### src/rtl/core/dlu_ram.sv
// ============================================================================
// dlu_ram
// Generic single-write, single-read RAM with a registered read port.
// ============================================================================
module dlu_ram #(
    parameter int W = 48,
    parameter int D = 16
) (
    input  logic                 i_clk,
    input  logic                 i_we,
    input  logic [$clog2(D)-1:0] i_waddr,
    input  logic [W-1:0]         i_wdata,
    input  logic [$clog2(D)-1:0] i_raddr,
    output logic [W-1:0]         o_rdata
);
    logic [W-1:0] r_mem [D];
    logic [W-1:0] r_rdata;

    always_ff @(posedge i_clk) begin
        if (i_we) begin
            r_mem[i_waddr] <= i_wdata;
        end
        r_rdata <= r_mem[i_raddr];
    end

    assign o_rdata = r_rdata;
endmodule

### config.mk
export PLATFORM = sky130hd
export DESIGN_NAME = dlu_ram
export DESIGN_NICKNAME = d
export VERILOG_FILES = /design/src/rtl/core/dlu_ram.sv
export SDC_FILE = /design/constraint.sdc
export NUM_CORES = 1
export LEC_CHECK = 0
export BUFFER_PORTS_ARGS = -buffer_cell sky130_fd_sc_hd__clkbuf_2
export CAP_MARGIN = 10
export CORE_MARGIN = 5
export CORE_UTILIZATION = 35
export CTS_BUF_LIST = sky130_fd_sc_hd__clkbuf_8
export CTS_CLUSTER_SIZE = 8
export DETAILED_ROUTE_END_ITERATION = 10
export GPL_TIMING_DRIVEN = 0
export PLACE_DENSITY_LB_ADDON = 0.12
export SKIP_CTS_REPAIR_TIMING = 1
export SLEW_MARGIN = 20
export SYNTH_ARGS = -nofsm -noshare
export SYNTH_HDL_FRONTEND = slang
export SYNTH_SLANG_ARGS = --single-unit
### constraint.sdc
create_clock -name i_clk -period 9.5 [get_ports i_clk]
set_clock_uncertainty 0.15 [all_clocks]
set_input_delay 1.9 -clock i_clk [delete_from_list [all_inputs] [get_ports i_clk]]
set_output_delay 1.9 -clock i_clk [all_outputs]
set_load 0.05 [all_outputs]
---- Word-level counts from Yosys, hierarchy flattened ----
Memory sizes are Yosys's and may differ from the RTL's. A register that Yosys moved wholly into a read port is not among the register bits.
Index checks and enable logic that the tools add are counted.
storage, ports and cells
  register bits after elaboration ......... 0
  RAM bits ................................ 768
  input port bits ......................... 58
  output and inout port bits .............. 48
  logic and storage cells ................. 3
  memories ................................ 1
memories
  name   depth  bits a word  rd ports  clocked after memory_dff  wr ports  RTL line  text
  r_mem  16     48           1         1                         1         16        logic [W-1:0] r_mem [D];
operators by class
  multiplexer cells ....................... 2
operators by type and width
  kind    count
  $mux 1  2

---- Depth between registers and ports, before layout ----
Gate-level depths: netlist of the first run.
  depth in word-level cells ............... 2
  depth in mapped cells ................... 6

---- Least setup slack after synthesis of the first run ----
OpenSTA, ideal clock, no wires.
  path kind ............................... input port to flip-flop
  from .................................... in i_waddr[2]
  to ...................................... mem r_mem[0][0], enable pin
  library setup time ...................... 0.513 ns
  data arrival time ....................... 5.691 ns
  required time ........................... 8.837 ns
  setup slack ............................. 3.146 ns
  stages .................................. 2
  path buffers ............................ 0
  cells stage by stage .................... or3b_2 > nor3_1
RTL lines
  item                RTL line  text
  start: declaration  11        input logic [$clog2(D)-1:0] i_waddr,
  end: declaration    16
No word-level cell before the write port.

==> flow_summary_export.csv, run 1 <==
group,metric,value,unit
drt,wl_per_cell,26.5,um
clock_network,worst_skew_pair.late_latency,0.76,ns
place,gp_congestion,0.679,
synth,ys_ff_latch,816,
synth,yosysMostFrequentCell,"edfxtp_1",
place,io_buffers,103,
synth,synth_top_family_by_area,"multiplexers",
sta,relSlewSlack,28.2,%
clock_network,clock_path_buffers,3,
synth,synth-adder-area-share,0,%
worst_setup_path,worstPathMaxFanout,10,
floorplan,dieArea,90800,um^2
synth,synth-main-ff-cell,"edfxtp_1",
floorplan,initial_core_util,35.4,%
place,dp_hpwl,47.2,mm
drt,drc,0,
worst_setup_path,end_kind,"flip-flop",
floorplan,rows,106,
synth,synthMuxAreaShare,14.6,%
floorplan,die_w,301,um
synth,synthTopCellsByArea,"edfxtp_1 78%, mux4_2 15%, dfxtp_1 3.2%",
synth,synthCells,1242,
floorplan,io_pins,106,
synth,yosys-top-cells-count,"768 x edfxtp_1, 192 x mux4_2, 96 x a22oi_1",
run_status,status,"complete, no violations",
place,placed_area,32900,um^2
floorplan,core,84000,um^2
worst_setup_path,slowest_delay,0.83,ns
drt,avgViaCountPerCell,5.02,
grt,gr-total-overflow,0,
sta,hold_viol_final,0,
worst_setup_path,path_common_cell,"clkbuf_1",
finish,fin_nets,1617,
finish,final_layout_size_suffix_gt1_share,34.8,%
power_and_ir_drop,pwr_density_cell,209,nW/um^2
sta,timing.final.crit_period,3.76,ns
sta,setup_viol,0,
worst_setup_path,cp_slowest_cell,"clkbuf_1",
worst_setup_path,cp_cell_sequence,"clkbuf_2, nor2b_1, clkbuf_1, clkbuf_1, a22oi_1, nand2_1",
synth,async_reset_ff_share,0,%
sta,rsz0062_at_grt,"false",
clock_network,htreeDepth,4,
sta,whs,0.522,ns
clock_network,cts_sinks,816,
place,placedCellCount,2549,
clock_network,numCtsBuffers,142,
finish,area_growth,19.5,%
grt,grt_pass1_wl,108,mm
synth,syn-num-nets,1300,
worst_setup_path,path_delay_family,"buffers and inverters",
power_and_ir_drop,p_leak,11.7,nW
power_and_ir_drop,power,7.42,mW
worst_setup_path,start_kind,"input pin",
sta,period_share,39.6,%
flow_run,drv_cap,0,
sta,tightest_slew,1.08,ns
synth,yosysTopAreaCell,"edfxtp_1",
grt,grt_max_degree,18,
synth,synth-compound-area-share,2.43,%
synth,syn-cell-area,29700,um^2
finish,fill_cells,7366,
grt,grt_pass1_vias,15444,
drt,drt-pass1-iter-count,5,
floorplan,die_h,301,um
grt,antenna_found_initial,7,
drt,drt-total-wl,74.5,mm
clock_network,cts_tree,"done",
finish,final_area,35500,um^2
synth,synth_top_area_share,77.7,%
worst_setup_path,crit_arrival,4.29,ns
worst_setup_path,required,10.03,ns
drt,drt_iter0_drc,998,
power_and_ir_drop,ir_drop,109,uV
synth,synth.distinct_cells,17,
drt,dr_total_vias,14127,
clock_network,clkTransAtPathRegs,0.06,ns
worst_setup_path,path_buf_inv,3,
synth,ys_seq_area_share,80.9,%
synth,avgSynthCellArea,23.9,um^2
clock_network,clockRootBuffer,"clkbuf_8",
worst_setup_path,critPathKind,"input pin to flip-flop",
sta,drv_slew,0,
grt,grtUsageTotal,16.7,%
sta,max_freq,0.266,GHz
synth,synth_xor_area_share,0,%
worst_hold_path,hold_path_class,"flip-flop to flip-flop",
synth,yosys_warnings,0,
synth,synth_edf_count,768,
finish,final_cells,2813,
synth,yosys.area_share.simple,1.05,%
drt,drtAntennaViolNets,0,
-- logic make-up after synthesis --
logic type,count (synthesis)
AO/OA/AOI/OAI,96
buffers and inverters,63
flip-flops,816
multiplexers,192
AND/OR/NAND/NOR,75
-- routing by layer --
layer,global-route usage [%],up-vias,share of wire [%],routed length (um)
li1,-,5987,-,-
met1,23.6,7634,45,33600
met2,26.0,401,47,35000
met3,3.78,105,5.9,4380
met4,5.06,0,2.0,1480
met5,0,-,0,0
-- sequential cells by signal, summed over array words and instances (netlist names) --
register	count
o_rdata	48
r_mem	768
-- worst paths after layout --
path | end | start | slack, ns | depth (start not counted)
worst max-delay path | o_rdata[30]$_DFF_P_ | i_raddr[3] | 5.74 | 6
worst min-delay path | o_rdata[28]$_DFF_P_ | r_mem[13][28]$_DFFE_PP_ | 0.52 | 3
worst max register to register | o_rdata[30]$_DFF_P_ | r_mem[2][30]$_DFFE_PP_ | 7.96 | 3
worst min register to register | o_rdata[28]$_DFF_P_ | r_mem[13][28]$_DFFE_PP_ | 0.52 | 3
-- through the flow --
step                      worst slack, ns  util, %  setup TNS [ns]
after floorplan                      3.15        -               0
after global placement              -2.00     37.7         -316.06
after detailed placement             4.99     39.2               0
after CTS                            5.84     42.3               0
after global routing                 5.66     42.3               0
final                                5.74     42.3               0
-- final cells by class --
cell class / instances / area, um^2 / share of cell area [%]
Antenna cell: 7 / 17.5 / 0.0494
Buffer: 63 / 314 / 0.885
Clock buffer: 156 / 2150 / 6.05
Clock inverter: 101 / 442 / 1.24
Multi-Input combinational cell: 363 / 5470 / 15.4
Sequential cell: 816 / 24000 / 67.7
Tap cell: 1134 / 1420 / 4.00
Timing Repair Buffer: 173 / 1660 / 4.67
-- where the power goes --
part / total, mW / switching [mW] / internal (mW)
clock network: 2.90 / 1.39 / 1.51
registers: 4.05 / 0.0223 / 4.03
logic: 0.465 / 0.309 / 0.156
total: 7.42 / 1.72 / 5.69
-- tightest hold or removal path: stages (launching register included) --
cell	delay, ns
edfxtp_1	0.31
mux4_2	0.22
a22oi_1	0.06
nand2_1	0.06
-- cell usage in the layout, fill, tap and decap left out, drive strengths merged --
master    synthesis  layout
nor2b             2       2
inv               0      62
diode             0       7
clkbuf           28     287
nor2             13      13
a22oi            96      96
buf              35     105
edfxtp          768     768
clkinvlp          0       3
or3b              1       1
mux4            192     192
nand2b            2       2
clkinv            0      36
and2              1       1
nand3             1       1
nor3              4       4
dfxtp            48      48
nand3b            2       2
nand2            49      49
No activity file was read; power rests on OpenSTA's default activity.
==> run 2, diff against run 1 <==
==> constraint.sdc (replaced) <==
create_clock -name i_clk -period 3.34 [get_ports i_clk]
set_clock_uncertainty 0.15 [all_clocks]
set_input_delay 0.668 -clock i_clk [delete_from_list [all_inputs] [get_ports i_clk]]
set_output_delay 0.668 -clock i_clk [all_outputs]
set_load 0.05 [all_outputs]
==> run 2 against run 1 <==
Setup slack worse by 4.8 ns. Critical path depth down 1. Global-route usage down 0.089 points. Critical endpoint is now o_rdata[29]$_DFF_P_. Register-to-register slack worse by 6.2 ns. Final area about the same. First-iteration DRC count up 30%. Final cell count down 0.64%. Die area unchanged.
==> flow_summary_export.csv, run 2 (same netlist as run 1, synthesis figures left out) <==
group,metric,value,unit
run_status,status,"complete, no violations",
worst_setup_path,worstPathMaxFanout,10,
finish,largest_reg_flops,768,
grt,antenna_found_initial,4,
sta,drv_slew,0,
finish,layout_common_cells,"768 x edfxtp_1, 192 x mux4_2, 156 x clkbuf_8, 103 x clkbuf_2, 96 x a22oi_1",
drt,dr_total_vias,14046,
grt,grt_pass1_vias,15105,
clock_network,clock_path_buffers,3,
worst_setup_path,slowest_delay,0.77,ns
sta,tightest_slew,1.09,ns
power_and_ir_drop,p_leak,11.6,nW
sta,relSlewSlack,27.5,%
flow_run,drv_cap,0,
clock_network,numCtsBuffers,142,
worst_setup_path,critPathKind,"input pin to flip-flop",
drt,drt-pass1-iter-count,5,
finish,final_cells,2795,
clock_network,cts_tree,"done",
sta,rsz0062_at_grt,"false",
finish,final_layout_size_suffix_gt1_share,34.1,%
worst_setup_path,end_kind,"flip-flop",
clock_network,clkTransAtPathRegs,0.06,ns
sta,setup_slack,0.965,ns
drt,drt_iter0_drc,1297,
place,gp_congestion,0.670,
worst_setup_path,start_kind,"input pin",
worst_setup_path,path_common_cell,"clkbuf_1",
drt,wl_per_cell,26.6,um
worst_setup_path,crit_arrival,2.83,ns
place,io_buffers,103,
floorplan,die_w,301,um
floorplan,die_h,301,um
sta,timing.final.crit_period,2.37,ns
power_and_ir_drop,pwr_density_cell,596,nW/um^2
floorplan,dieArea,90800,um^2
worst_setup_path,path_buf_inv,2,
place,place_ws,0.162,ns
worst_hold_path,hold_path_class,"input pin to flip-flop",
finish,layout_commonest_cell,"edfxtp_1",
floorplan,io_pins,106,
drt,drtAntennaViolNets,0,
sta,hold_viol_final,0,
grt,grt_pass1_wl,108,mm
place,dp_hpwl,46.5,mm
grt,gr-total-overflow,0,
finish,fill_cells,7335,
drt,drt-total-wl,74.3,mm
finish,area_growth,19.5,%
sta,period_share,71.1,%
power_and_ir_drop,power,21.1,mW
clock_network,htreeDepth,4,
worst_setup_path,cp_slowest_cell,"clkbuf_1",
finish,fin_nets,1601,
finish,regMostFlops,"r_mem",
drt,drc,0,
grt,grt_max_degree,20,
grt,grtUsageTotal,16.6,%
clock_network,clockRootBuffer,"clkbuf_8",
clock_network,cts_sinks,816,
worst_setup_path,cp_cell_sequence,"clkbuf_1, clkbuf_1, mux4_2, a22oi_1, nand2_1",
drt,avgViaCountPerCell,5.03,
floorplan,initial_core_util,35.4,%
sta,setup_viol,0,
place,placedCellCount,2533,
sta,max_freq,0.421,GHz
floorplan,rows,106,
clock_network,worst_skew_pair.late_latency,0.77,ns
power_and_ir_drop,ir_drop,356,uV
worst_setup_path,path_delay_family,"buffers and inverters",
worst_setup_path,required,3.79,ns
floorplan,core,84000,um^2
run 2: final cells by class:
cell class | instances | area, um^2 | area share (%)
Sequential cell | 816 | 24000 | 67.7
Multi-Input combinational cell | 363 | 5490 | 15.5
Clock buffer | 156 | 2150 | 6.05
Timing Repair Buffer | 157 | 1630 | 4.60
Tap cell | 1134 | 1420 | 4.00
Clock inverter | 103 | 450 | 1.27
Buffer | 63 | 314 | 0.885
Antenna cell | 3 | 7.51 | 0.0212
run 2: per-stage QoR:
| step | hold slack, ns | TNS (ns) | utilization, % | area [um^2] |
|---|---|---|---|---|
| after floorplan | 0.485 | -84.07 | - | 29700 |
| after global placement | 0.499 | -1474.19 | 37.7 | 31700 |
| after detailed placement | 0.506 | 0 | 39.2 | 32900 |
| after CTS | 0.0528 | 0 | 42.3 | 35500 |
| after global routing | 0.119 | 0 | 42.3 | 35500 |
| final | 0.150 | 0 | 42.3 | 35500 |
run 2: report_power, final:
group / switching [mW] / internal, mW
Sequential: 0.0639 / 11.5
Clock: 3.94 / 4.35
Combinational: 0.879 / 0.443
Total: 4.89 / 16.2
run 2: worst paths after layout:
| check | startpoint | endpoint | slack [ns] | depth (start not counted) |
|---|---|---|---|---|
| setup / recovery | i_raddr[1] | o_rdata[29]$_DFF_P_ | 0.97 | 5 |
| hold / removal | i_wdata[7] | r_mem[13][7]$_DFFE_PP_ | 0.15 | 1 |
| setup reg to reg | r_mem[3][29]$_DFFE_PP_ | o_rdata[29]$_DFF_P_ | 1.77 | 3 |
| hold reg to reg | r_mem[14][12]$_DFFE_PP_ | o_rdata[12]$_DFF_P_ | 0.52 | 3 |
run 2: worst reg2reg max path: stages, from the launching register on:
cell      delay (ns)
edfxtp_1        0.36
mux4_2          0.48
a22oi_1         0.23
nand2_1         0.20
run 2: per-layer routing:
metal	vias up	track usage, %	part of all wire (%)
li1	5960	-	-
met4	2	4.27	1.5
met1	7562	23.1	44
met5	-	0	0.017
met2	426	26.3	48
met3	96	4.36	6.2
==> run 3, diff against run 2 <==
--- a/config.mk
+++ b/config.mk
@@ -5,6 +5,7 @@
 export SDC_FILE = /design/constraint.sdc
 export NUM_CORES = 1
 export LEC_CHECK = 0
+export ABC_AREA = 1
 export BUFFER_PORTS_ARGS = -buffer_cell sky130_fd_sc_hd__clkbuf_2
 export CAP_MARGIN = 10
 export CORE_MARGIN = 5
==> constraint.sdc (replaced) <==
create_clock -name i_clk -period 2.2 [get_ports i_clk]
set_clock_uncertainty 0.15 [all_clocks]
set_input_delay 0.44 -clock i_clk [delete_from_list [all_inputs] [get_ports i_clk]]
set_output_delay 0.44 -clock i_clk [all_outputs]
set_load 0.05 [all_outputs]
==> run 3 against run 2 <==
Utilization shrank 0.43 points. Area after synthesis rose by 14%. Non-clock buffer count grew 131. Highest routed layer is now met4. First-iteration DRC count rose by 47%.
==> flow_summary_export.csv, run 3 <==
group,metric,value,unit
clock_network,cts_sinks,816,
worst_setup_path,cp_slowest_cell,"dfxtp_1",
sta,timing.final.crit_period,1.98,ns
clock_network,clkTransAtPathRegs,0.06,ns
synth,synth_xor_area_share,0,%
sta,rsz0062_at_grt,"false",
clock_network,htreeDepth,4,
synth,synth-main-ff-cell,"edfxtp_1",
synth,synth-adder-area-share,0,%
floorplan,io_pins,106,
synth,ys_ff_latch,816,
sta,tightest_slew,1.16,ns
grt,grt_pass1_vias,21661,
place,gp_congestion,0.766,
worst_setup_path,slowest_delay,0.32,ns
power_and_ir_drop,ir_drop,493,uV
drt,wl_per_cell,21.3,um
power_and_ir_drop,pwr_density_cell,831,nW/um^2
finish,fill_cells,9279,
finish,layout_common_cells,"1013 x nand2_1, 768 x edfxtp_1, 644 x inv_1, 577 x nand3_1, 158 x clkbuf_8",
synth,yosysTopAreaCell,"edfxtp_1",
power_and_ir_drop,p_leak,17.4,nW
drt,drt-total-wl,104,mm
finish,fin_util,41.8,%
clock_network,clockRootBuffer,"clkbuf_8",
drt,drt-pass1-iter-count,5,
synth,yosys.area_share.simple,19.9,%
worst_setup_path,start_kind,"flip-flop",
grt,gr-total-overflow,0,
synth,syn-cell-area,34000,um^2
synth,avgSynthCellArea,10.7,um^2
finish,final_cells,4898,
flow_run,drv_cap,0,
grt,antenna_found_initial,4,
drt,avgViaCountPerCell,4.63,
synth,yosysMostFrequentCell,"nand2_1",
sta,setup_viol,0,
worst_setup_path,cp_cell_sequence,"clkbuf_2",
synth,synth.distinct_cells,15,
floorplan,rows,114,
sta,fin_setup_tns,0,ns
worst_setup_path,worstPathMaxFanout,1,
synth,synthMuxAreaShare,0,%
grt,grtUsageTotal,20.0,%
run_status,status,"complete, no violations",
synth,yosys_warnings,0,
drt,drt_iter0_drc,1913,
synth,synth_edf_count,768,
worst_setup_path,path_delay_family,"flip-flops",
sta,period_share,90.1,%
synth,async_reset_ff_share,0,%
worst_setup_path,required,1.61,ns
drt,drtAntennaViolNets,0,
synth,synth-compound-area-share,0,%
clock_network,cts_tree,"done",
worst_hold_path,hold_path_class,"input pin to flip-flop",
synth,syn-num-nets,3223,
finish,final_area,40400,um^2
finish,layout_commonest_cell,"nand2_1",
sta,drv_slew,0,
finish,regMostFlops,"r_mem",
synth,synthCells,3165,
synth,synth_top_family_by_area,"simple AND/OR/NAND/NOR gates",
finish,final_layout_size_suffix_gt1_share,13.0,%
synth,yosys-top-cells-count,"1013 x nand2_1, 768 x edfxtp_1, 580 x inv_1",
grt,grt_pass1_wl,150,mm
finish,largest_reg_flops,768,
floorplan,dieArea,103000,um^2
worst_setup_path,crit_arrival,1.39,ns
place,placed_area,37200,um^2
worst_setup_path,critPathKind,"flip-flop to output port",
floorplan,core,96600,um^2
place,io_buffers,103,
floorplan,initial_core_util,35.2,%
clock_network,numCtsBuffers,147,
clock_network,clock_path_buffers,3,
clock_network,worst_skew_pair.late_latency,0.80,ns
sta,relSlewSlack,22.8,%
sta,max_freq,0.504,GHz
worst_setup_path,end_kind,"output port",
worst_setup_path,path_buf_inv,1,
drt,dr_total_vias,22697,
floorplan,die_h,322,um
finish,area_growth,18.9,%
place,placedCellCount,4586,
place,place_ws,-0.641,ns
drt,drc,0,
synth,synth_top_area_share,67.9,%
synth,synthTopCellsByArea,"edfxtp_1 68%, nand2_1 11%, nand3_1 8.5%",
place,dp_hpwl,68.1,mm
sta,hold_viol_final,0,
floorplan,die_w,322,um
synth,ys_seq_area_share,70.7,%
finish,fin_nets,3565,
grt,grt_max_degree,21,
sta,setup_slack,0.217,ns
## run 3: changes by cell type after synthesis, moves of 3 or more
cell and change:
inv_1 +580, buf_2 +70, mux4_2 -192, nand3_1 +576, buf_6 +35, nor2_1 +4
nand2_1 +964, clkbuf_1 -3, a22oi_1 -96, buf_4 -6, nor3_1 -4
## run 3: kinds of logic after synthesis
family                 after synthesis
AND/OR/NAND/NOR                   1609
buffers and inverters              740
flip-flops                         816
## run 3: power breakdown
part           switching, mW  total [mW]  internal [mW]  leakage, nW
Sequential            0.0824        17.5           17.4         7.34
Clock                   6.41        13.3           6.88         1.61
Combinational           2.09        2.82          0.730         8.48
## run 3: path summary, 6_finish.rpt
path | cells after the start | start | slack, ns | to
hold / removal | 3 | i_waddr[0] | 0.24 | r_mem[13][36]$_DFFE_PP_
setup / recovery | 1 | o_rdata[1]$_DFF_P_ | 0.22 | o_rdata[1]
hold reg to reg | 6 | r_mem[10][31]$_DFFE_PP_ | 0.51 | o_rdata[31]$_DFF_P_
setup reg to reg | 6 | r_mem[9][23]$_DFFE_PP_ | 0.87 | o_rdata[23]$_DFF_P_
## run 3: layout make-up
type / instances / area [um^2] / area share [%]
antenna: 5 / 12.5 / 0.0310
buffer: 158 / 1010 / 2.51
clock buffer: 158 / 2170 / 5.38
clock inverter: 101 / 524 / 1.30
inverter: 582 / 2190 / 5.41
multi-input combinational: 1609 / 6890 / 17.0
sequential: 816 / 24000 / 59.5
tap: 1276 / 1600 / 3.95
timing repair buffer: 193 / 1990 / 4.92
## run 3: per-layer routing
layer	track usage, %	part of all wire (%)	vias to the layer above
met3	3.59	5.6	146
met5	0	0	-
met4	5.30	2.1	0
met1	28.9	47	10911
met2	31.3	45	686
li1	-	-	10954
## run 3: per-stage QoR
step / total power, mW / hold slack (ns)
floorplan: 19.3 / 0.389
detailed placement: 20.6 / 0.510
finish: 33.6 / 0.238
global route: 35.0 / 0.205
global placement: 20.5 / 0.514
CTS: 33.9 / -0.177
