File: config.mk
export PLATFORM = sky130hd
export DESIGN_NAME = dlu_datapath
export DESIGN_NICKNAME = d
export VERILOG_FILES = /design/src/rtl/core/dlu_pkg.sv /design/src/rtl/core/dlu_datapath.sv
export SDC_FILE = /design/constraint.sdc
export NUM_CORES = 2
export LEC_CHECK = 0
export BUFFER_PORTS_ARGS = -buffer_cell sky130_fd_sc_hd__buf_4
export CORE_ASPECT_RATIO = 0.5
export CORE_MARGIN = 2
export CORE_UTILIZATION = 69
export CTS_BUF_LIST = sky130_fd_sc_hd__clkbuf_2 sky130_fd_sc_hd__clkbuf_4 sky130_fd_sc_hd__clkbuf_8
export CTS_CLUSTER_SIZE = 25
export DETAILED_ROUTE_END_ITERATION = 10
export PLACE_DENSITY = 0.88
export SLEW_MARGIN = 20
export SYNTH_ARGS = -nofsm -noshare
export SYNTH_HDL_FRONTEND = slang
export SYNTH_SLANG_ARGS = --single-unit
File: constraint.sdc
create_clock -name i_clk -period 21.9 [get_ports i_clk]
set_input_delay 2.19 -clock i_clk [delete_from_list [all_inputs] [get_ports i_clk]]
set_output_delay 2.19 -clock i_clk [all_outputs]
set_load 0.01 [all_outputs]
File: src/rtl/core/dlu_pkg.sv
// ============================================================================
// dlu_pkg
// Shared types, widths and codes for the dense LU linear solver.
// ============================================================================
package dlu_pkg;

    localparam int WORD_W        = 48;
    localparam int VAL_W         = 32;
    localparam int IDX_W         = 4;
    localparam int ORD_W         = 5;
    localparam int MAX_ORDER_DEF = 16;
    localparam int FRAC_BITS_DEF = 16;

    localparam logic [ORD_W-1:0] ORD_RESET = ORD_W'(16);

    localparam logic KIND_MAT = 1'b0;
    localparam logic KIND_VEC = 1'b1;

    localparam logic [1:0] WSEL_ZERO = 2'd0;
    localparam logic [1:0] WSEL_LOAD = 2'd1;
    localparam logic [1:0] WSEL_S    = 2'd2;

    typedef struct packed {
        logic                    kind;
        logic [IDX_W-1:0]        row;
        logic [IDX_W-1:0]        col;
        logic signed [VAL_W-1:0] value;
        logic                    last_item;
    } t_item;

    typedef struct packed {
        logic [IDX_W-1:0]        index;
        logic signed [VAL_W-1:0] solution;
        logic                    singular;
        logic                    saturated;
        logic                    last_result;
    } t_result;

    typedef struct packed {
        logic             ld_s;
        logic             ld_a;
        logic             mul_start;
        logic             div_start;
        logic             sel_vec;
        logic [1:0]       wsel;
        logic             chk32;
        logic             emit;
        logic [IDX_W-1:0] emit_idx;
        logic             emit_last;
        logic             clr_flags;
    } t_cmd;

    typedef struct packed {
        logic mul_busy;
        logic div_busy;
    } t_sts;

endpackage

File: src/rtl/core/dlu_datapath.sv
// ============================================================================
// dlu_datapath
// Accumulator, sequential multiplier, restoring divider, flags and result
// register of the LU solver.
// ============================================================================
module dlu_datapath #(
    parameter int FRAC_BITS = dlu_pkg::FRAC_BITS_DEF
) (
    input  logic                           i_clk,
    input  logic                           i_rst_n,
    input  dlu_pkg::t_cmd                  i_cmd,
    output dlu_pkg::t_sts                  o_sts,
    input  logic [dlu_pkg::WORD_W-1:0]     i_mat_rdata,
    input  logic [dlu_pkg::WORD_W-1:0]     i_vec_rdata,
    input  logic signed [dlu_pkg::VAL_W-1:0] i_value,
    output logic [dlu_pkg::WORD_W-1:0]     o_wdata,
    output logic                           o_strobe,
    output dlu_pkg::t_result               o_result
);
    import dlu_pkg::*;

    localparam int NW  = WORD_W + FRAC_BITS;
    localparam int DCW = $clog2(NW + 1);
    localparam int PW  = 2 * WORD_W;
    localparam int HW  = WORD_W / 2;

    localparam logic [WORD_W-1:0] W_MAX = {1'b0, {(WORD_W-1){1'b1}}};
    localparam logic [WORD_W-1:0] W_MIN = {1'b1, {(WORD_W-1){1'b0}}};
    localparam logic [WORD_W-1:0] W_MAG = {1'b1, {(WORD_W-1){1'b0}}};
    localparam logic [NW-1:0]     Q_MAG = NW'(W_MAG);

    localparam logic [2:0] MS_IDLE = 3'd0;
    localparam logic [2:0] MS_P0   = 3'd1;
    localparam logic [2:0] MS_P1   = 3'd2;
    localparam logic [2:0] MS_P2   = 3'd3;
    localparam logic [2:0] MS_P3   = 3'd4;
    localparam logic [2:0] MS_FIN  = 3'd5;

    function automatic logic [WORD_W-1:0] mag(input logic [WORD_W-1:0] a);
        logic [WORD_W-1:0] m;
        m = a[WORD_W-1] ? (~a + 1'b1) : a;
        return m;
    endfunction

    logic [WORD_W-1:0] r_s, r_a, r_ma, r_mb, r_rem, r_md;
    logic              r_mneg, r_dneg;
    logic [PW-1:0]     r_prod;
    logic [2:0]        r_mstep;
    logic [NW-1:0]     r_dnum, r_q;
    logic [DCW-1:0]    r_dcnt;
    logic              r_dbusy;
    logic              r_sing, r_sat;
    logic              r_strobe;
    t_result           r_res;

    logic [WORD_W-1:0] rd_sel;
    logic [HW-1:0]     op_x, op_y;
    logic [WORD_W-1:0] pp;
    logic [PW-1:0]     pp_sh;
    logic              p_ovf;
    logic [WORD_W-1:0] p_m, p_val;
    logic              mul_sat;
    logic [WORD_W:0]   diff;
    logic [WORD_W-1:0] mul_res;
    logic [WORD_W-1:0] md_new;
    logic              md_zero;
    logic [WORD_W:0]   rem2;
    logic              rem_ge;
    logic              div_fin;
    logic [WORD_W-1:0] div_res;
    logic              div_sat;
    logic              s_out32;
    logic              v_out32;
    logic [VAL_W-1:0]  v_clamp;
    logic              sing_set, sat_set;

    assign rd_sel = i_cmd.sel_vec ? i_vec_rdata : i_mat_rdata;

    // One 24x24 partial product per cycle.
    always_comb begin
        op_x  = r_ma[HW-1:0];
        op_y  = r_mb[HW-1:0];
        pp_sh = '0;
        case (r_mstep)
            MS_P0: begin
                op_x = r_ma[HW-1:0];
                op_y = r_mb[HW-1:0];
            end
            MS_P1: begin
                op_x = r_ma[WORD_W-1:HW];
                op_y = r_mb[HW-1:0];
            end
            MS_P2: begin
                op_x = r_ma[HW-1:0];
                op_y = r_mb[WORD_W-1:HW];
            end
            MS_P3: begin
                op_x = r_ma[WORD_W-1:HW];
                op_y = r_mb[WORD_W-1:HW];
            end
            default: begin
                op_x = r_ma[HW-1:0];
                op_y = r_mb[HW-1:0];
            end
        endcase
        pp = WORD_W'(op_x) * WORD_W'(op_y);
        case (r_mstep)
            MS_P0:   pp_sh = PW'(pp);
            MS_P1:   pp_sh = PW'(pp) << HW;
            MS_P2:   pp_sh = PW'(pp) << HW;
            MS_P3:   pp_sh = PW'(pp) << WORD_W;
            default: pp_sh = '0;
        endcase
    end

    // Scale, saturate and subtract the finished product from the accumulator.
    always_comb begin
        p_ovf   = |r_prod[PW-1:WORD_W+FRAC_BITS];
        p_m     = r_prod[WORD_W+FRAC_BITS-1:FRAC_BITS];
        mul_sat = 1'b0;
        if (r_mneg) begin
            if (p_ovf || (p_m > W_MAG)) begin
                p_val   = W_MIN;
                mul_sat = 1'b1;
            end else begin
                p_val = ~p_m + 1'b1;
            end
        end else begin
            if (p_ovf || p_m[WORD_W-1]) begin
                p_val   = W_MAX;
                mul_sat = 1'b1;
            end else begin
                p_val = p_m;
            end
        end
        diff = {r_s[WORD_W-1], r_s} - {p_val[WORD_W-1], p_val};
        if (diff[WORD_W] != diff[WORD_W-1]) begin
            mul_res = diff[WORD_W] ? W_MIN : W_MAX;
            mul_sat = 1'b1;
        end else begin
            mul_res = diff[WORD_W-1:0];
        end
    end

    // Divider step and final saturation of the quotient to the word range.
    always_comb begin
        md_new  = mag(i_mat_rdata);
        md_zero = (md_new == '0);
        rem2    = {r_rem, r_dnum[NW-1]};
        rem_ge  = (rem2 >= {1'b0, r_md});
        div_fin = r_dbusy && (r_dcnt == '0);
        div_sat = 1'b0;
        if (r_dneg) begin
            if (r_q > Q_MAG) begin
                div_res = W_MIN;
                div_sat = 1'b1;
            end else begin
                div_res = ~r_q[WORD_W-1:0] + 1'b1;
            end
        end else begin
            if (r_q >= Q_MAG) begin
                div_res = W_MAX;
                div_sat = 1'b1;
            end else begin
                div_res = r_q[WORD_W-1:0];
            end
        end
    end

    always_comb begin
        s_out32 = !((&r_s[WORD_W-1:VAL_W-1]) || !(|r_s[WORD_W-1:VAL_W-1]));
        v_out32 = !((&i_vec_rdata[WORD_W-1:VAL_W-1]) ||
                    !(|i_vec_rdata[WORD_W-1:VAL_W-1]));
        if (v_out32) begin
            v_clamp = i_vec_rdata[WORD_W-1] ? {1'b1, {(VAL_W-1){1'b0}}}
                                            : {1'b0, {(VAL_W-1){1'b1}}};
        end else begin
            v_clamp = i_vec_rdata[VAL_W-1:0];
        end
        sing_set = i_cmd.div_start && md_zero;
        sat_set  = ((r_mstep == MS_FIN) && mul_sat) || (div_fin && div_sat) ||
                   (i_cmd.chk32 && s_out32);
    end

    always_comb begin
        case (i_cmd.wsel)
            WSEL_LOAD: o_wdata = {{(WORD_W-VAL_W){i_value[VAL_W-1]}}, i_value};
            WSEL_S:    o_wdata = r_s;
            default:   o_wdata = '0;
        endcase
    end

    always_ff @(posedge i_clk) begin
        if (!i_rst_n) begin
            r_mstep  <= MS_IDLE;
            r_dbusy  <= 1'b0;
            r_dcnt   <= '0;
            r_sing   <= 1'b0;
            r_sat    <= 1'b0;
            r_strobe <= 1'b0;
        end else begin
            r_strobe <= i_cmd.emit;
            if (i_cmd.clr_flags) begin
                r_sing <= 1'b0;
                r_sat  <= 1'b0;
            end else begin
                r_sing <= r_sing | sing_set;
                r_sat  <= r_sat | sat_set;
            end
            case (r_mstep)
                MS_IDLE: r_mstep <= i_cmd.mul_start ? MS_P0 : MS_IDLE;
                MS_P0:   r_mstep <= MS_P1;
                MS_P1:   r_mstep <= MS_P2;
                MS_P2:   r_mstep <= MS_P3;
                MS_P3:   r_mstep <= MS_FIN;
                default: r_mstep <= MS_IDLE;
            endcase
            if (i_cmd.div_start && !md_zero) begin
                r_dbusy <= 1'b1;
                r_dcnt  <= DCW'(NW);
            end else if (r_dbusy) begin
                if (r_dcnt != '0) begin
                    r_dcnt <= r_dcnt - 1'b1;
                end else begin
                    r_dbusy <= 1'b0;
                end
            end
        end
    end

    always_ff @(posedge i_clk) begin
        if (i_cmd.ld_s) begin
            r_s <= rd_sel;
        end else if (r_mstep == MS_FIN) begin
            r_s <= mul_res;
        end else if (sing_set) begin
            r_s <= '0;
        end else if (div_fin) begin
            r_s <= div_res;
        end
        if (i_cmd.ld_a) begin
            r_a <= i_mat_rdata;
        end
        if (i_cmd.mul_start) begin
            r_ma   <= mag(r_a);
            r_mb   <= mag(rd_sel);
            r_mneg <= r_a[WORD_W-1] ^ rd_sel[WORD_W-1];
            r_prod <= '0;
        end else if ((r_mstep != MS_IDLE) && (r_mstep != MS_FIN)) begin
            r_prod <= r_prod + pp_sh;
        end
        if (i_cmd.div_start) begin
            r_dnum <= {mag(r_s), {FRAC_BITS{1'b0}}};
            r_rem  <= '0;
            r_q    <= '0;
            r_md   <= md_new;
            r_dneg <= r_s[WORD_W-1] ^ i_mat_rdata[WORD_W-1];
        end else if (r_dbusy && (r_dcnt != '0)) begin
            r_rem  <= rem_ge ? WORD_W'(rem2 - {1'b0, r_md}) : rem2[WORD_W-1:0];
            r_q    <= {r_q[NW-2:0], rem_ge};
            r_dnum <= {r_dnum[NW-2:0], 1'b0};
        end
        if (i_cmd.emit) begin
            r_res.index       <= i_cmd.emit_idx;
            r_res.solution    <= v_clamp;
            r_res.singular    <= r_sing;
            r_res.saturated   <= r_sat;
            r_res.last_result <= i_cmd.emit_last;
        end
    end

    assign o_sts.mul_busy = (r_mstep != MS_IDLE);
    assign o_sts.div_busy = r_dbusy;
    assign o_strobe       = r_strobe;
    assign o_result       = r_res;
endmodule

; After elaboration in Yosys (flattened, before gate mapping)
; Index checks and enable logic that the tools add are counted.
[word_totals]
output_inout_bits = 90
input_bits = 145
word_cells = 140
register_bits = 551
[classes]
n_bitwise = 11
reduce_logical = 39
magnitude_cmp = 4
mux = 41
add_sub_neg = 10
n_eq_ne = 9
n_mul = 1
[ops]
columns = op, n
row1 = $mux W48, 16
row2 = $add A48 B1 Y48 const B, 6
row3 = $not A48 Y48, 6
row4 = $pmux W96 S3, 1
row5 = $mux W64, 2
row6 = $add A96 B96 Y96, 1
row7 = $pmux W48 S2, 1
row8 = $mux W47, 2
row9 = $ge A64 B48 Y1 const B, 1
row10 = $gt A64 B48 Y1 const B, 1
row11 = $mux W32, 2
row12 = $ge A49 B48 Y1, 1
row13 = $sub A48 B48 Y49, 1
row14 = $gt A48 B48 Y1 const B, 1
row15 = $logic_not A48 Y1, 1
row16 = $mul A24 B24 Y48, 1
row17 = $mux W24, 2
row18 = $sub A48 B48 Y48, 1
row19 = $reduce_and A17 Y1, 2
row20 = $reduce_or A17 Y1, 2
row21 = $reduce_or A32 Y1, 1
row22 = $mux W7, 3
row23 = $pmux W3 S5, 1
row24 = $mux W1, 11
row25 = 22 further kinds, 48

; Longest topological paths before layout
[logic_depth]
depth_word = 11
depth_mapped = 50
depth_no_buf = 45

; Worst setup path before layout
; No wires, ideal clock.
[synth_timing]
path_kind = flip-flop to flip-flop
startpoint = register r_mstep[1]
endpoint = register r_prod[92]
setup_slack_ps = 10266
n_path_buf = 4
required_ps = 21778
arrival_ps = 11512
stages_incl_launch_ff = 47
synth_period_minus_slack_ps = 11634
setup_time_ps = 122
path_cell_list = dfxtp_1 clkbuf_1 nor2b_1 clkbuf_1 nand2_1 nand2_1 clkbuf_1 clkbuf_1 mux2i_1 nor2_1 fa_1 fa_1 inv_1 fa_1 inv_1 fa_1 inv_1 fa_1 (+11 left out) o211a_1 o21a_1 o21a_1 a221oi_1 xnor2_1 a22o_1 ha_1 nand2_1 or3_1 nor2_1 o211ai_1 nand2_1 a31oi_1 o21ai_0 a21oi_1 nor4_1 mux2_2 a311o_1
[synth_via]
elab_chain_cells = 6
word_cells_on_any_way = 15
classes_between = add/sub: 1 / mul: 1 / eq/ne: 5 / mux: 3 / reduce/logical: 5
[synth_lines]
columns = item, line_no
row1 = start: declaration, dlu_datapath.sv:48  ; logic [2:0] r_mstep;
row2 = start signal: assignment, dlu_datapath.sv:211  ; MS_IDLE: r_mstep <= i_cmd.mul_start ? MS_P0 : MS_IDLE;
row3 = $eq A3 B3 Y1 / $eq A3 B2 Y1 (equally long branches), "dlu_datapath.sv:84, dlu_datapath.sv:107"
row4 = $reduce_or A2 Y1 (no line), --
row5 = $mux W24, dlu_datapath.sv:84  ; case (r_mstep)
row6 = $mul A24 B24 Y48, dlu_datapath.sv:106  ; pp = WORD_W'(op_x) * WORD_W'(op_y);
row7 = $pmux W96 S3, dlu_datapath.sv:107  ; case (r_mstep)
row8 = $add A96 B96 Y96, dlu_datapath.sv:250  ; r_prod <= r_prod + pp_sh;
row9 = end signal: assignment, dlu_datapath.sv:250
row10 = end: declaration, dlu_datapath.sv:47  ; logic [PW-1:0] r_prod;
; Parallel ways exist; a longest one is shown, timed or not.
; A chain may end at the register's enable or synchronous reset.

; Worst setup path in the final report
[layout_timing]
startpoint = register r_mstep[2]
endpoint = register r_prod[95]
; Same word-level chain as after synthesis.

==> tab_implementation.tex <==
\begin{tabular}{lr}
\hline
Metric & Value \\
\hline
\multicolumn{2}{l}{\textbf{Synth}} \\
Main area contributors after synthesis & sky130\_fd\_sc\_hd\_\_edfxtp\_1, sky130\_fd\_sc\_hd\_\_fa\_1, sky130\_fd\_sc\_hd\_\_ha\_1, sky130\_fd\_sc\_hd\_\_dfxtp\_1, sky130\_fd\_sc\_hd\_\_nand2\_1 \\
Portion of synthesized cell area occupied by the leading cell type & 16.59\% \\
Simple logic cell fraction of the synthesized area & 17.91\% \\
Synthesized-area fraction occupied by ao, oa, aoi and oai cells & 18.45\% \\
Cell taking the most area after synthesis & sky130\_fd\_sc\_hd\_\_edfxtp\_1 \\
Distinct cell type count after synthesis & 92 \\
Post-synth top flop & sky130\_fd\_sc\_hd\_\_edfxtp\_1 \\
Synth Net Count & 8128 \\
Number of instances in the synthesized netlist & 7123 \\
Sequential-to-total area share from yosys stat & 24.05\% \\
Dominant combinational cell family by area after synthesis & adder cells \\
Average cell area after synthesis & 8.361 um\^{}2 \\
Combined area of all synthesized cells & 59550 um\^{}2 \\
Most frequent cell after synthesis & sky130\_fd\_sc\_hd\_\_nand2\_1 \\
Number of flops mapped to enable cells by yosys & 329 \\
Yosys warning count & 0 \\
Post-synthesis adder-cell area fraction & 24.18\% \\
Fraction of synthesis flops using an asynchronous set or reset pin & 0\% \\
Top cells by instance count after synthesis & sky130\_fd\_sc\_hd\_\_nand2\_1, sky130\_fd\_sc\_hd\_\_inv\_1, sky130\_fd\_sc\_hd\_\_nor2\_1 \\
Fraction of synthesized area in multiplexers & 2.643\% \\
XOR/XNOR Fraction of Synth Area & 5.765\% \\
Post-synthesis register bit count & 551 \\
\multicolumn{2}{l}{\textbf{Layout}} \\
Register cell area after layout & 14320 um\^{}2 \\
Number of filler cells placed in the layout & 6224 \\
Number of standard cells in the final layout excluding fillers & 8366 \\
Footprint of the multi-input gates & 41210 um\^{}2 \\
NumNets Final & 8122 \\
Area Growth Syn to Fin & 7.114\% \\
Share of post-route cells with drive strength above 1 & 8.328\% \\
\multicolumn{2}{l}{\textbf{STA}} \\
Slew of the pin with the lowest slew margin & 1.141 ns \\
Post-route minimum period & 14.51 ns \\
Final slew viol count & 0 \\
Post-route setup TNS & 0 ns \\
Fin. Hold Viols & 0 \\
Worst slack on hold paths & 0.4307 ns \\
Final worst path period share & 66.25\% \\
Clock Skew & 0.08339 ns \\
Final Setup Violations & 0 \\
Normalized max-slew margin & 23.95\% \\
Fmax & 68.92 MHz \\
Unrepaired setup endpoints after global routing & false \\
\multicolumn{2}{l}{\textbf{Critical path}} \\
Crit end category & flop \\
Cell family with most CP delay & compound AO/OA/AOI/OAI gates \\
Critical R2R Capture & r\_prod[95]\$\_SDFFE\_PP0P\_ \\
Reg-to-Reg Start & r\_mstep[2]\$\_SDFF\_PN0\_ \\
Cell with the biggest individual delay on the critical path & sky130\_fd\_sc\_hd\_\_mux2i\_2 \\
Startpoint types & flop \\
Arrival time at the worst endpoint & 15.18 ns \\
CP startpoint & r\_mstep[2]\$\_SDFF\_PN0\_ \\
Register-to-Register Path Depth & 40 \\
Critical path start-end classification & flop to flop \\
Flop2flop setup slack & 7.39 ns \\
Required time at the endpoint of the critical path & 22.57 ns \\
Total buffers and inverters traversed by the critical path & 5 \\
Library cell appearing most often on the critical path & sky130\_fd\_sc\_hd\_\_fa\_1 \\
CP max FO & 48 \\
CP peak stage delay & 0.93 ns \\
\multicolumn{2}{l}{\textbf{Global route}} \\
Overall global routing resource usage & 47.83\% \\
Vias in the first global route & 55160 \\
Number of antenna violations at the first check in global routing & 14 \\
Overflow after GRT & 0 \\
Wire length of the first global-routing pass & 322.0 mm \\
Largest net degree at the start of global routing & 115 \\
\multicolumn{2}{l}{\textbf{Floorplanning}} \\
Num ports & 235 \\
Chip Height & 211.7 um \\
Total number of placement rows & 76 \\
Core area & 85770 um\^{}2 \\
Starting utilization of the core area & 69.43\% \\
Horizontal extent of the die & 419.5 um \\
Die Outline Area & 88820 um\^{}2 \\
\multicolumn{2}{l}{\textbf{Min path}} \\
Hold Path Cell Cnt & 0 \\
Hold path start & r\_sat\$\_SDFF\_PP0\_ \\
Worst Hold Class & flop to flop \\
Terminating pin of the worst hold path & o\_result[1]\$\_DFFE\_PP\_ \\
\multicolumn{2}{l}{\textbf{Place}} \\
Number of cells in the design after placement & 8201 \\
Port buffer count & 234 \\
Final weighted congestion of routability-driven global placement & 1.083 \\
Post-detail-place hpwl & 164.6 mm \\
\multicolumn{2}{l}{\textbf{Drt}} \\
Total wirelength of the detailed-routed design & 215.4 mm \\
Drt via density & 6.853 \\
DR vias & 57330 \\
Number of optimization iterations in the first detailed-route pass & 9 \\
Number of routed nets with antenna violations & 0 \\
DRC violation total after the first TritonRoute iteration & 8343 \\
Post-DR wirelength/cell & 25.75 um \\
Detailed-route DRC error count & 0 \\
\multicolumn{2}{l}{\textbf{CTS}} \\
Max clock buf depth & 3 \\
Worst-skew pair later-pin latency & 0.82 ns \\
Number of buffers inserted during clock tree synthesis & 83 \\
Clock sink total & 551 \\
Post-CTS Setup Inserts & 0 \\
Max H-tree Level & 3 \\
Root Driver & sky130\_fd\_sc\_hd\_\_clkbuf\_8 \\
Clock-pin slew of the registers on the worst-case setup and hold paths & 0.09 ns \\
Number of buffers inserted for hold repair after clock tree synthesis & 0 \\
Clock tree from TritonCTS & done \\
\# resized after CTS & 0 \\
\multicolumn{2}{l}{\textbf{Outcome}} \\
Outcome & complete, no violations \\
\multicolumn{2}{l}{\textbf{Flow run}} \\
Count of maximum capacitance violations & 0 \\
\hline
\end{tabular}
==> placed cells by master (no fill, tap or decap), types with 60 or more instances in the layout <==
cell type,instances
sky130_fd_sc_hd__nand2_1,900
sky130_fd_sc_hd__inv_1,701
sky130_fd_sc_hd__nor2_1,650
sky130_fd_sc_hd__a21oi_1,580
sky130_fd_sc_hd__fa_1,485
sky130_fd_sc_hd__ha_1,374
sky130_fd_sc_hd__o21ai_0,330
sky130_fd_sc_hd__edfxtp_1,329
sky130_fd_sc_hd__buf_4,307
sky130_fd_sc_hd__xnor2_1,249
sky130_fd_sc_hd__dfxtp_1,222
sky130_fd_sc_hd__a21o_1,184
sky130_fd_sc_hd__xor2_1,143
sky130_fd_sc_hd__nor3_1,131
sky130_fd_sc_hd__nand3_1,100
sky130_fd_sc_hd__clkbuf_8,89
sky130_fd_sc_hd__mux2i_1,85
sky130_fd_sc_hd__o31ai_1,79
sky130_fd_sc_hd__and2_1,76
sky130_fd_sc_hd__nand4_1,73
sky130_fd_sc_hd__a22oi_1,66
sky130_fd_sc_hd__a31oi_1,63
sky130_fd_sc_hd__a211oi_1,60
==> worst reg2reg max path, delay by kind of cell, from the launching register on <==
| kind | cells | cell delay [ns] |
|---|---|---|
| DFF | 1 | 0.44 |
| and+or+nand+nor | 6 | 1.47 |
| AOI/OAI and AO/OA | 17 | 5.17 |
| adders and majority gates | 9 | 4.38 |
| xor gates and xnor gates | 1 | 0.70 |
| muxes | 2 | 1.34 |
| buffers and inverters | 5 | 0.87 |
==> layer usage <==
metal  vias up  part of all wire, %  GRT usage [%]
li1      24600                    -              -
met1     27250                   37          63.22
met2      4442                   40          67.46
met3      1032                   17          19.66
met4         6                  6.1          24.03
met5         -                0.031              0
==> kinds of logic after synthesis <==
logic type                 after synthesis
and+or+nand+nor                       2328
buffers and inverters                 1104
xor gates and xnor gates               392
muxes                                  151
AOI/OAI and AO/OA                     1737
DFF                                    551
adders and majority gates              860
==> sequential cells by signal, summed over array words and instances (netlist names) <==
signal    count
r_md         48
r_sat         1
r_dnum       48
r_mstep       3
r_a          48
r_dbusy       1
r_mb         48
r_ma         48
o_strobe      1
r_prod       96
r_sing        1
r_rem        48
r_q          64
r_s          48
r_mneg        1
o_result     39
r_dneg        1
r_dcnt        7
==> through the flow <==
stage,setup slack (ns),utilization [%],instance area [um^2]
after floorplan,10.27,-,59550
after global placement,8.697,72.23,61950
after detailed placement,8.190,72.23,61960
after CTS,8.127,74.29,63720
after global routing,7.122,74.35,63770
final,7.391,74.37,63790
==> final cells by class <==
class | instances | share of cell area, %
inverters | 703 | 4.139
well taps | 1170 | 2.295
multi-input cells | 5468 | 64.60
clock inverters | 37 | 0.5708
diodes | 15 | 0.05884
repair buffers | 310 | 3.691
flip-flops and latches | 551 | 22.45
clock buffers | 112 | 2.191
==> how the worst max path moves through the flow <==
stage | end | slack [ns] | cells past startpoint
final | r_prod[95]$_SDFFE_PP0P_ | 7.39 | 40
after global routing | r_prod[95]$_SDFFE_PP0P_ | 7.12 | 40
after CTS | r_prod[95]$_SDFFE_PP0P_ | 8.13 | 40
after detailed placement | r_prod[95]$_SDFFE_PP0P_ | 8.19 | 40
after global placement | r_prod[95]$_SDFFE_PP0P_ | 8.70 | 40
after floorplan | r_prod[92]$_SDFFE_PP0P_ | 10.27 | 46
Power is left out: the tool's default activity adds up to more than one toggle a clock period on the data nets, which glitch-free logic cannot reach.
